File: src/rtl/number_to_english_words_assert.svh
// Assertion macros shared by the number-to-words RTL.
`ifndef NUMBER_TO_ENGLISH_WORDS_ASSERT_SVH
`define NUMBER_TO_ENGLISH_WORDS_ASSERT_SVH

// Same-cycle implication, sampled on clk, off while rst_n is low.
`define N2EW_ASSERT_NOW(lbl, cond, expr, msg) \
  lbl: assert property (@(posedge clk) disable iff (!rst_n) (cond) |-> (expr)) \
    else $error(msg);

// Next-cycle implication, sampled on clk, off while rst_n is low.
`define N2EW_ASSERT_NEXT(lbl, cond, expr, msg) \
  lbl: assert property (@(posedge clk) disable iff (!rst_n) (cond) |=> (expr)) \
    else $error(msg);

`endif

File: src/rtl/n2ew_pkg.sv
// Widths, word codes and control structs for the number-to-words block.
package n2ew_pkg;

  localparam int VALUE_W = 40;
  localparam int WORD_W  = 6;
  localparam int SEP_W   = 2;
  localparam int NDIG    = 12;
  localparam int BCD_W   = NDIG * 4;
  localparam int CNT_W   = $clog2(VALUE_W + 1);

  localparam logic [VALUE_W-1:0] VALUE_LIMIT = 40'd999999999999;

  localparam logic [WORD_W-1:0] W_ZERO      = 6'd0;
  localparam logic [WORD_W-1:0] W_TEEN_BASE = 6'd10;
  localparam logic [WORD_W-1:0] W_TENS_BASE = 6'd18;
  localparam logic [WORD_W-1:0] W_HUNDRED   = 6'd28;
  localparam logic [WORD_W-1:0] W_ERROR     = 6'd32;

  localparam logic [SEP_W-1:0] SEP_NONE   = 2'd0;
  localparam logic [SEP_W-1:0] SEP_SPACE  = 2'd1;
  localparam logic [SEP_W-1:0] SEP_HYPHEN = 2'd2;

  // Converter status towards the top level.
  typedef struct packed {
    logic busy;
    logic done;
  } conv_stat_t;

  // Start command towards the token emitter.
  typedef struct packed {
    logic start;
    logic err;
  } emit_cmd_t;

endpackage

File: src/rtl/n2ew_bcd.sv
// Binary to BCD converter, shift-and-add-3, one input bit per cycle.
module n2ew_bcd (
  input  logic                           clk,
  input  logic                           rst_n,
  input  logic                           start,
  input  logic [n2ew_pkg::VALUE_W-1:0]   value,
  output logic [n2ew_pkg::BCD_W-1:0]     digits,
  output n2ew_pkg::conv_stat_t           stat
);

  logic [n2ew_pkg::VALUE_W-1:0] bin_r, bin_nxt;
  logic [n2ew_pkg::BCD_W-1:0]   bcd_r, bcd_nxt, adj;
  logic [n2ew_pkg::CNT_W-1:0]   cnt_r, cnt_nxt;
  logic                         busy_r, busy_nxt;
  logic                         done_r, done_nxt;

  // Add three to every digit of five or more before the shift
  always_comb begin
    for (int i = 0; i < n2ew_pkg::NDIG; i++) begin
      adj[i*4 +: 4] = (bcd_r[i*4 +: 4] >= 4'd5) ? bcd_r[i*4 +: 4] + 4'd3
                                                 : bcd_r[i*4 +: 4];
    end
  end

  always_comb begin
    bin_nxt  = bin_r;
    bcd_nxt  = bcd_r;
    cnt_nxt  = cnt_r;
    busy_nxt = busy_r;
    done_nxt = 1'b0;
    if (start) begin
      bin_nxt  = value;
      bcd_nxt  = '0;
      cnt_nxt  = n2ew_pkg::CNT_W'(n2ew_pkg::VALUE_W);
      busy_nxt = 1'b1;
    end else if (busy_r) begin
      bcd_nxt = {adj[n2ew_pkg::BCD_W-2:0], bin_r[n2ew_pkg::VALUE_W-1]};
      bin_nxt = {bin_r[n2ew_pkg::VALUE_W-2:0], 1'b0};
      cnt_nxt = cnt_r - 1'b1;
      if (cnt_r == n2ew_pkg::CNT_W'(1)) begin
        busy_nxt = 1'b0;
        done_nxt = 1'b1;
      end
    end
  end

  always_ff @(posedge clk) begin
    if (!rst_n) begin
      busy_r <= 1'b0;
      done_r <= 1'b0;
      cnt_r  <= '0;
    end else begin
      busy_r <= busy_nxt;
      done_r <= done_nxt;
      cnt_r  <= cnt_nxt;
    end
  end

  always_ff @(posedge clk) begin
    bin_r <= bin_nxt;
    bcd_r <= bcd_nxt;
  end

  assign digits    = bcd_r;
  assign stat.busy = busy_r;
  assign stat.done = done_r;

`include "number_to_english_words_assert.svh"

  `N2EW_ASSERT_NOW(a_start_idle, start, !busy_r && !done_r, "converter restarted while busy")
  `N2EW_ASSERT_NEXT(a_done_once, done_r, !done_r, "converter done held longer than a cycle")
  `N2EW_ASSERT_NOW(a_busy_count, busy_r, cnt_r != '0, "converter busy with an empty count")

endmodule

File: src/rtl/n2ew_emit.sv
// Token sequencer: walks the digit groups and emits word tokens with a last flag.
module n2ew_emit (
  input  logic                           clk,
  input  logic                           rst_n,
  input  n2ew_pkg::emit_cmd_t            cmd,
  input  logic [n2ew_pkg::BCD_W-1:0]     digits,
  output logic                           busy,
  output logic                           out_valid,
  input  logic                           out_stall,
  output logic [n2ew_pkg::WORD_W-1:0]    out_word,
  output logic [n2ew_pkg::SEP_W-1:0]     out_separator,
  output logic                           out_last_word
);

  typedef enum logic [2:0] {
    S_IDLE  = 3'b001,
    S_RUN   = 3'b010,
    S_FLUSH = 3'b100
  } state_t;

  typedef enum logic [4:0] {
    PH_HUND  = 5'b00001,
    PH_HWRD  = 5'b00010,
    PH_REST  = 5'b00100,
    PH_ONES  = 5'b01000,
    PH_SCALE = 5'b10000
  } phase_t;

  state_t state_r, state_nxt;
  phase_t phase_r, phase_nxt;
  logic [1:0] grp_r, grp_nxt;
  logic       first_r, first_nxt;
  logic       hold_valid_r, hold_valid_nxt;
  logic [n2ew_pkg::WORD_W-1:0] hold_word_r, hold_word_nxt;
  logic [n2ew_pkg::SEP_W-1:0]  hold_sep_r, hold_sep_nxt;
  logic       out_valid_r, out_valid_nxt;
  logic [n2ew_pkg::WORD_W-1:0] out_word_r, out_word_nxt;
  logic [n2ew_pkg::SEP_W-1:0]  out_sep_r, out_sep_nxt;
  logic       out_last_r, out_last_nxt;

  logic [11:0] grp_dig;
  logic [3:0]  dh, dt, dou;
  logic        group_zero, grp_end;
  logic        tok_en, tok_hyph;
  logic [n2ew_pkg::WORD_W-1:0] tok_word;
  logic        out_free, can_push;

  always_comb begin
    case (grp_r)
      2'd0:    grp_dig = digits[11:0];
      2'd1:    grp_dig = digits[23:12];
      2'd2:    grp_dig = digits[35:24];
      default: grp_dig = digits[47:36];
    endcase
  end

  assign dh = grp_dig[11:8];
  assign dt = grp_dig[7:4];
  assign dou = grp_dig[3:0];
  assign group_zero = (grp_dig == 12'd0);

  // Token that the current phase yields, if any
  always_comb begin
    tok_en   = 1'b0;
    tok_hyph = 1'b0;
    tok_word = n2ew_pkg::W_ZERO;
    unique case (phase_r)
      PH_HUND: begin
        tok_en   = (dh != 4'd0);
        tok_word = {2'b00, dh};
      end
      PH_HWRD: begin
        tok_en   = (dh != 4'd0);
        tok_word = n2ew_pkg::W_HUNDRED;
      end
      PH_REST: begin
        if (dt >= 4'd2) begin
          tok_en   = 1'b1;
          tok_word = n2ew_pkg::W_TENS_BASE + {2'b00, dt};
        end else if (dt == 4'd1) begin
          tok_en   = 1'b1;
          tok_word = n2ew_pkg::W_TEEN_BASE + {2'b00, dou};
        end else if (dou != 4'd0) begin
          tok_en   = 1'b1;
          tok_word = {2'b00, dou};
        end
      end
      PH_ONES: begin
        tok_en   = (dt >= 4'd2) && (dou != 4'd0);
        tok_hyph = 1'b1;
        tok_word = {2'b00, dou};
      end
      PH_SCALE: begin
        tok_en   = (grp_r != 2'd0);
        tok_word = n2ew_pkg::W_HUNDRED + {4'b0000, grp_r};
      end
      default: begin
        tok_en = 1'b0;
      end
    endcase
  end

  assign grp_end  = (phase_r == PH_SCALE) || ((phase_r == PH_HUND) && group_zero);
  assign out_free = !out_valid_r || !out_stall;
  assign can_push = !hold_valid_r || out_free;

  always_comb begin
    state_nxt      = state_r;
    phase_nxt      = phase_r;
    grp_nxt        = grp_r;
    first_nxt      = first_r;
    hold_valid_nxt = hold_valid_r;
    hold_word_nxt  = hold_word_r;
    hold_sep_nxt   = hold_sep_r;
    out_valid_nxt  = out_valid_r && out_stall;
    out_word_nxt   = out_word_r;
    out_sep_nxt    = out_sep_r;
    out_last_nxt   = out_last_r;
    unique case (state_r)
      S_IDLE: begin
        if (cmd.start) begin
          if (cmd.err) begin
            hold_valid_nxt = 1'b1;
            hold_word_nxt  = n2ew_pkg::W_ERROR;
            hold_sep_nxt   = n2ew_pkg::SEP_NONE;
            state_nxt      = S_FLUSH;
          end else if (digits == '0) begin
            hold_valid_nxt = 1'b1;
            hold_word_nxt  = n2ew_pkg::W_ZERO;
            hold_sep_nxt   = n2ew_pkg::SEP_NONE;
            state_nxt      = S_FLUSH;
          end else begin
            grp_nxt   = 2'd3;
            phase_nxt = PH_HUND;
            first_nxt = 1'b1;
            state_nxt = S_RUN;
          end
        end
      end
      S_RUN: begin
        // Hold the phase while a token has nowhere to go
        if (!tok_en || can_push) begin
          if (tok_en) begin
            if (hold_valid_r) begin
              out_valid_nxt = 1'b1;
              out_word_nxt  = hold_word_r;
              out_sep_nxt   = hold_sep_r;
              out_last_nxt  = 1'b0;
            end
            hold_valid_nxt = 1'b1;
            hold_word_nxt  = tok_word;
            hold_sep_nxt   = first_r  ? n2ew_pkg::SEP_NONE :
                             tok_hyph ? n2ew_pkg::SEP_HYPHEN : n2ew_pkg::SEP_SPACE;
            first_nxt      = 1'b0;
          end
          if (grp_end) begin
            if (grp_r == 2'd0) begin
              state_nxt = S_FLUSH;
            end else begin
              grp_nxt   = grp_r - 2'd1;
              phase_nxt = PH_HUND;
            end
          end else begin
            unique case (phase_r)
              PH_HUND: phase_nxt = PH_HWRD;
              PH_HWRD: phase_nxt = PH_REST;
              PH_REST: phase_nxt = PH_ONES;
              default: phase_nxt = PH_SCALE;
            endcase
          end
        end
      end
      S_FLUSH: begin
        // The held token is the final one of this transaction
        if (out_free) begin
          out_valid_nxt  = 1'b1;
          out_word_nxt   = hold_word_r;
          out_sep_nxt    = hold_sep_r;
          out_last_nxt   = 1'b1;
          hold_valid_nxt = 1'b0;
          state_nxt      = S_IDLE;
        end
      end
      default: begin
        state_nxt = S_IDLE;
      end
    endcase
  end

  always_ff @(posedge clk) begin
    if (!rst_n) begin
      state_r      <= S_IDLE;
      phase_r      <= PH_HUND;
      grp_r        <= 2'd0;
      first_r      <= 1'b1;
      hold_valid_r <= 1'b0;
      out_valid_r  <= 1'b0;
    end else begin
      state_r      <= state_nxt;
      phase_r      <= phase_nxt;
      grp_r        <= grp_nxt;
      first_r      <= first_nxt;
      hold_valid_r <= hold_valid_nxt;
      out_valid_r  <= out_valid_nxt;
    end
  end

  always_ff @(posedge clk) begin
    hold_word_r <= hold_word_nxt;
    hold_sep_r  <= hold_sep_nxt;
    out_word_r  <= out_word_nxt;
    out_sep_r   <= out_sep_nxt;
    out_last_r  <= out_last_nxt;
  end

  assign busy          = (state_r != S_IDLE);
  assign out_valid     = out_valid_r;
  assign out_word      = out_word_r;
  assign out_separator = out_sep_r;
  assign out_last_word = out_last_r;

`include "number_to_english_words_assert.svh"

  `N2EW_ASSERT_NOW(a_idle_empty, state_r == S_IDLE, !hold_valid_r, "token held while idle")
  `N2EW_ASSERT_NOW(a_flush_full, state_r == S_FLUSH, hold_valid_r, "flush without a held token")
  `N2EW_ASSERT_NOW(a_start_idle, cmd.start, state_r == S_IDLE, "emitter started while busy")

endmodule

File: src/rtl/number_to_english_words.sv
// Top level: spells a 40-bit number as a stream of English word tokens.
//
//  channel | direction | handshake            | payload
//  in_     | input     | in_valid / in_stall   | in_value[39:0]
//  out_    | output    | out_valid / out_stall | out_word[5:0], out_separator[1:0],
//          |           |                       | out_last_word
//
// A legal value is shifted through the converter (one bit a cycle), then the sequencer walks
// one phase at a time (five per non-zero group, one per zero group) and flushes the last token.
// in_stall stays high until the sequencer is idle again. An out-of-range value skips the
// converter; its error token is loaded straight into the sequencer's hold register.
// rst_n is synchronous; it clears the converter and sequencer control state and out_valid.
// out_stall holds the sequencer only when a token must move into a full output stage.
module number_to_english_words (
  input  logic                          clk,
  input  logic                          rst_n,
  input  logic                          in_valid,
  output logic                          in_stall,
  input  logic [n2ew_pkg::VALUE_W-1:0]  in_value,
  output logic                          out_valid,
  input  logic                          out_stall,
  output logic [n2ew_pkg::WORD_W-1:0]   out_word,
  output logic [n2ew_pkg::SEP_W-1:0]    out_separator,
  output logic                          out_last_word
);

  n2ew_pkg::conv_stat_t         conv_stat;
  n2ew_pkg::emit_cmd_t          emit_cmd;
  logic [n2ew_pkg::BCD_W-1:0]   digits;
  logic                         emit_busy;
  logic                         in_accept;
  logic                         in_err;

  assign in_stall  = conv_stat.busy || conv_stat.done || emit_busy;
  assign in_accept = in_valid && !in_stall;
  assign in_err    = (in_value > n2ew_pkg::VALUE_LIMIT);

  // Out-of-range values bypass the converter
  assign emit_cmd.start = (in_accept && in_err) || conv_stat.done;
  assign emit_cmd.err   = in_accept && in_err;

  n2ew_bcd u_bcd (
    .clk    (clk),
    .rst_n  (rst_n),
    .start  (in_accept && !in_err),
    .value  (in_value),
    .digits (digits),
    .stat   (conv_stat)
  );

  n2ew_emit u_emit (
    .clk           (clk),
    .rst_n         (rst_n),
    .cmd           (emit_cmd),
    .digits        (digits),
    .busy          (emit_busy),
    .out_valid     (out_valid),
    .out_stall     (out_stall),
    .out_word      (out_word),
    .out_separator (out_separator),
    .out_last_word (out_last_word)
  );

endmodule

File: config.mk
export PLATFORM = sky130hd
export DESIGN_NAME = number_to_english_words
export DESIGN_NICKNAME = d
export VERILOG_FILES = /design/src/rtl/n2ew_pkg.sv /design/src/rtl/n2ew_bcd.sv /design/src/rtl/n2ew_emit.sv /design/src/rtl/number_to_english_words.sv
export VERILOG_INCLUDE_DIRS = /design/src /design/src/rtl
export SDC_FILE = /design/constraint.sdc
export NUM_CORES = 1
export LEC_CHECK = 0
export BUFFER_PORTS_ARGS = -buffer_cell sky130_fd_sc_hd__buf_2
export CORE_ASPECT_RATIO = 1.5
export CORE_MARGIN = 4
export CORE_UTILIZATION = 25
export DETAILED_ROUTE_END_ITERATION = 8
export HOLD_SLACK_MARGIN = 0.15
export PLACE_DENSITY = 0.51
export SLEW_MARGIN = 20
export SYNTH_ARGS = -nofsm -noshare
export SYNTH_HDL_FRONTEND = slang
export SYNTH_SLANG_ARGS = --single-unit
File: constraint.sdc
create_clock -name clk -period 4.45 [get_ports clk]
set_input_delay 0.445 -clock clk [delete_from_list [all_inputs] [get_ports clk]]
set_output_delay 0.445 -clock clk [all_outputs]
set_load 0.05 [all_outputs]
# Word-level counts from Yosys, hierarchy flattened
# Index checks and enable logic that the tools add are counted.
totals:
  romBits: 0
  latchBits: 0
  mem_bits_rw: 0
  reg_bits: 126
  memories: 0
classes:
  eq_ne: 25
  n_reduce_logical: 39
  muxes: 100
  bitwise: 2
  n_lt_le_gt_ge: 14
  div: 0
  n_mul: 0
  shifts: 0
  addsub: 17
ops:
  columns: ["operator", "count"]
  rows:
  - ["$mux 40", 2]
  - ["$mux 6", 13]
  - ["$ge 4x3->1 const B", 12]
  - ["$logic_not 48->1", 1]
  - ["$mux 4", 12]
  - ["$add 4x2->4 const B", 11]
  - ["$gt 40x40->1 const B", 1]
  - ["$pmux 12 s3", 1]
  - ["$mux 2", 17]
  - ["$mux 5", 6]
  - ["$pmux 6 s5", 1]
  - ["$mux 1", 27]
  - ["$mux 3", 8]
  - ["$pmux 6 s2", 2]
  - ["$reduce_and 6->1", 3]
  - ["$pmux 5 s3", 1]
  - ["$reduce_and 5->1", 3]
  - ["$logic_not 12->1", 1]
  - ["$ne 2x1->1 const B", 6]
  - ["$pmux 2 s2", 3]
  - ["$pmux 5 s2", 1]
  - ["$pmux 3 s3", 1]
  - ["$ne 2x2->1 const B", 4]
  - ["$reduce_bool 2->1", 4]
  - ["other kinds (35)", 56]

# Longest topological paths before layout
logic_depth:
  ltp_word: 11
  depth_mapped: 12
  depth_no_buf: 10

# By module
# A second synthesis with hierarchy kept.
hier_totals:
  cells_unflattened: 749
  hier_area_um2: 7255.7
modules_own_cells:
  columns: ["module", "seq_area_each_um2", "area_per_inst_um2", "cells_each", "n_inst"]
  rows:
  - ["n2ew_bcd", 2322.2, 4963.5, 481, 1]
  - ["n2ew_emit", 770.7, 2094.5, 242, 1]
  - ["number_to_english_words", 0.0, 197.7, 26, 1]

# Worst setup path after synthesis
# Ideal clock, no wire load.
synth_timing:
  path_type: "input -> register"
  startpoint: "input in_value[24] (netlist bit)"
  endpoint: "register u_bcd.bin_r[0] (netlist bit) (enable)"
  cell_stages: 6
  arrival_ns: 4.140
  setup_ns: 0.493
  path_slack_ns: -0.183
  path_cell_list: "o21a_1 -> o21ai_0 -> a21oi_1 -> o41ai_1 -> a21oi_1 -> o21ai_0"
synth_via:
  elab_chain_cells: 4
synth_lines:
  columns: ["element", "line_no", "text"]
  rows:
  - ["start: declaration", "number_to_english_words.sv:19", "input logic [n2ew_pkg::VALUE_W-1:0] in_value,"]
  - ["$gt 40x40->1", "number_to_english_words.sv:36", "assign in_err = (in_value > n2ew_pkg::VALUE_LIMIT);"]
  - ["$logic_not 1->1", "number_to_english_words.sv:45", ".start (in_accept && !in_err),"]
  - ["$logic_and 1x1->1", "number_to_english_words.sv:45", null]
  - ["$reduce_bool 2->1 (no source line)", null, null]
  - ["end signal: assignment", "n2ew_bcd.sv:60", "bin_r <= bin_nxt;"]
  - ["end: declaration", "n2ew_bcd.sv:11", "logic [n2ew_pkg::VALUE_W-1:0] bin_r, bin_nxt;"]
# Every way passes these cells.
# A chain may end at the register's enable or synchronous reset.

# Worst setup path after layout
layout_timing:
  startpoint: "register u_emit.grp_r[0]"
  endpoint: "register u_emit.hold_word_r[2] (netlist bit) (enable)"
layout_via:
  elab_chain_cells: 11
layout_lines:
  columns: ["element", "line_no", "text"]
  rows:
  - ["start: declaration", "n2ew_emit.sv:31", "logic [1:0] grp_r, grp_nxt;"]
  - ["start signal: assignment", "n2ew_emit.sv:201", "grp_r <= grp_nxt;"]
  - ["$eq 2x2->1 (tied with other cells)", "n2ew_emit.sv:49", "case (grp_r)"]
  - ["$pmux 12 s3", "n2ew_emit.sv:49", null]
  - ["$reduce_bool 4->1", "n2ew_emit.sv:83, n2ew_emit.sv:89", null]
  - ["$mux 1", "n2ew_emit.sv:83", "end else if (dou != 4'd0) begin"]
  - ["$mux 1", "n2ew_emit.sv:80", "end else if (dt == 4'd1) begin"]
  - ["$mux 1", "n2ew_emit.sv:77", "if (dt >= 4'd2) begin"]
  - ["$pmux 1 s4 *", "n2ew_emit.sv:67", "unique case (phase_r)"]
  - ["$logic_not 1->1", "n2ew_emit.sv:142", "if (!tok_en || can_push) begin"]
  - ["$logic_or 1x1->1", "n2ew_emit.sv:142", null]
  - ["$ne 2x1->1 (no source line)", null, null]
  - ["$reduce_and 5->1 (no source line) *", null, null]
  - ["end signal: assignment", "n2ew_emit.sv:209", "hold_word_r <= hold_word_nxt;"]
  - ["end: declaration", "n2ew_emit.sv:34", "logic [n2ew_pkg::WORD_W-1:0] hold_word_r, hold_word_nxt;"]
# Every way passes the cells marked *; elsewhere a longest branch is shown, timed or not.

==> flow_summary.ini <==
[logic_synthesis]
synthTopCellsByArea = edfxtp_1 (25%), dfxtp_1 (20%), ha_1 (8.1%), mux2_2 (5.5%), mux2i_1 (4.0%)
yosysTopAreaCell = edfxtp_1
yosysWarnings = 0
synth_area_um2 = 6970
netlist_instances = 698
synth.top_cell.area_share_pct = 24.6
yosysSeqAreaShare_pct = 44.4
ys_ff_latch = 126
synth_nets = 787
synth_edf_count = 57
synth_cell_types = 61
synthFlopType = dfxtp_1
async_flop_share_pct = 0
synth.avg_cell_area_um2 = 9.98

[run_status]
status = finished clean

[setup_path]
worstSetupStartpointType = flip-flop
required_ns = 4.50
crit_arrival_ns = 3.23
critPathKind = reg2reg
crit_chain = inv_1 > ha_1 > a222oi_1 > mux2i_1 > nor4_4 > a211oi_2 > a21o_4 > a21oi_1 > nor2_1
slowest_stage = ha_1
slowest_delay_ns = 0.52
cp-end-kind = flip-flop
ff2ff_path_depth = 9
worstPathMaxFanout = 16

[timing]
final.min_clock_period_ns = 3.18
clock.fmax_mhz = 314
rsz0062_at_grt = no
finClkSkew_ns = 0.0126
setup_viol = 0
fin_crit_sh_pct = 71.6
slew_viol_final = 0
relSlewSlack_pct = 56.0
final-hold-violation-count = 0
worst_slew_pin_slew_ns = 0.651
tns_ns = 0

[floorplan]
num_io_pins = 55
dieArea_um2 = 30700
fp.dieH_um = 212
die_w_um = 144
initial_utilization_pct = 25.4
row_count = 74
coreArea_um2 = 27400

[final_layout]
stdcell_area_um2 = 8230
final_nets = 841
drive_above_1_share_pct = 18.6
area_growth_pct = 18.0
multiInputGateArea_um2 = 3600
seq_area_um2 = 3090
fill_cells = 2893
final_core_util_pct = 30.0
antenna_cells = 0

[clock_network]
cts_max_level = 4
root_buffer = clkbuf_16
ctsResizeCount = 0
post_cts_buffers = 0
cts_tree = yes
cts_num_sinks = 126
cts_made_buffers = 17
cts_hold_buf = 0
clock_path_buffers = 2
path_clk_slew_ns = 0.06
clk_latency_ns = 0.42

[grt]
grt_pass1_vias = 5184
grt.overflow.total = 0
grt_usage_pct = 11.0
antenna_found_initial = 0
grt_start_max_net_pins = 80
grt_pass1_wl_mm = 26.5

[power_and_ir_drop]
seqPwrFrac_pct = 42.5
powerDensity_nw_per_um2 = 415
clkPwrFrac_pct = 42.1
p_comb_share_pct = 15.5
ir_drop_uv = 292
p_sw_mw = 0.903
sw_frac_of_total_pct = 26.4
p_leak_nw = 2.97
p_int_mw = 2.51
finalPower_mw = 3.41

[job]
drv_cap = 0

[worst_hold_path]
hold_path_class = in2reg
whs_path_depth = 2

[routing]
vias_per_cell = 4.79
vias = 5299
drc = 0
wirelength_mm = 16.5
wl_per_cell_um = 14.9
dr.pass1.iters = 7
drtIter0Drc = 342
ant_nets = 0

[placed_design]
portBuffers = 54
dpl.hpwl_mm = 12.2
dpl-instance-area_um2 = 7620
place_congestion = 0.820
-- final cells by class --
cell class,count,area share (%)
inverter,43,1.96
sequential,126,37.6
timing repair buffer,61,4.08
multi-input combinational,503,43.8
clock inverter,12,1.92
clock buffer,20,5.43
tap,342,5.20
-- Yosys cell counts (all sizes together) (16+ instances only) --
library cell	count
dfxtp	69
nor2	62
edfxtp	57
a21oi	48
nand2	48
ha	45
o21ai	45
inv	41
mux2	40
mux2i	28
nand3	25
nand2b	16
xnor2	16
-- kinds of logic after synthesis --
logic type / after synthesis / synth area share, %
mux: 68 / 10.5
flops: 126 / 44.4
simple gates: 209 / 15.3
buf+inv: 69 / 4.15
compound gates: 153 / 14.1
xor+xnor: 28 / 3.52
fa+ha+maj: 45 / 8.08
-- critical path: cells and delay by family, from the launching register on --
family                     cells  cell delay, ns
AOI/OAI and AO/OA              4            0.69
and+or+nand+nor                2            0.65
adders and majority gates      1            0.52
muxes                          1            0.48
DFF                            1            0.37
buffers and inverters          1            0.10
-- power by group through the flow --
stage | Sequential [mW] | Clock, mW | Combinational (mW)
6_report | 1.45 | 1.44 | 0.529
4_1_cts | 1.45 | 1.48 | 0.540
5_1_grt | 1.46 | 1.53 | 0.592
3_5_place_dp | 1.47 | 0 | 0.538
3_3_place_gp | 1.48 | 0 | 0.532
2_1_floorplan | 1.46 | 0 | 0.401
-- flip-flops by register name, summed over array words and instances (netlist names) --
| signal | count |
|---|---|
| u_emit.grp_r | 2 |
| u_emit.out_separator | 2 |
| u_bcd.busy_r | 1 |
| u_bcd.bin_r | 40 |
| u_emit.state_r | 3 |
| u_emit.hold_valid_r | 1 |
| u_bcd.digits | 48 |
| u_emit.hold_sep_r | 2 |
| u_bcd.done_r | 1 |
| u_emit.phase_r | 5 |
| u_bcd.cnt_r | 6 |
| u_emit.hold_word_r | 6 |
| u_emit.out_valid | 1 |
| u_emit.out_word | 6 |
| u_emit.out_last_word | 1 |
| u_emit.first_r | 1 |
-- per-stage QoR --
stage	hold WS (ns)	setup slack, ns	cells
2_1_floorplan	0.400	0.896	698
3_3_place_gp	0.406	1.13	1075
3_5_place_dp	0.408	1.12	1075
4_1_cts	0.300	1.20	1107
5_1_grt	0.303	0.959	1107
6_report	0.314	1.27	1107
-- layer usage --
layer | share of wire (%) | wire (µm) | track usage (%) | vias up
met3 | 3.0 | 494 | 2.30 | 26
met4 | 3.3 | 546 | 5.50 | 0
li1 | - | - | - | 2645
met2 | 53 | 8760 | 19.9 | 92
met1 | 41 | 6750 | 12.0 | 2536
met5 | 0 | 0 | 0 | -
-- worst paths after layout --
check	start	endpoint	slack [ns]
setup / recovery	u_emit.grp_r[0]	u_emit.hold_word_r[2]	1.27
hold reg to reg	u_emit.hold_word_r[3]	u_emit.out_word[3]	0.42
setup reg to reg	u_emit.grp_r[0]	u_emit.hold_word_r[2]	1.27
hold / removal	in_value[0]	u_bcd.bin_r[0]	0.31
-- cell usage in the layout (no fill, tap or decap), types with 13 or more instances in the layout --
cell	n
a21oi_1	48
buf_2	54
clkbuf_16	17
dfxtp_1	68
edfxtp_1	57
ha_1	45
inv_1	41
mux2_2	34
mux2i_1	28
nand2_1	46
nand2b_1	15
nand3_1	25
nor2_1	61
nor4_1	14
o21ai_0	44
or3_1	13
xnor2_1	16
Note: power is estimated with default switching activity, not from simulation.
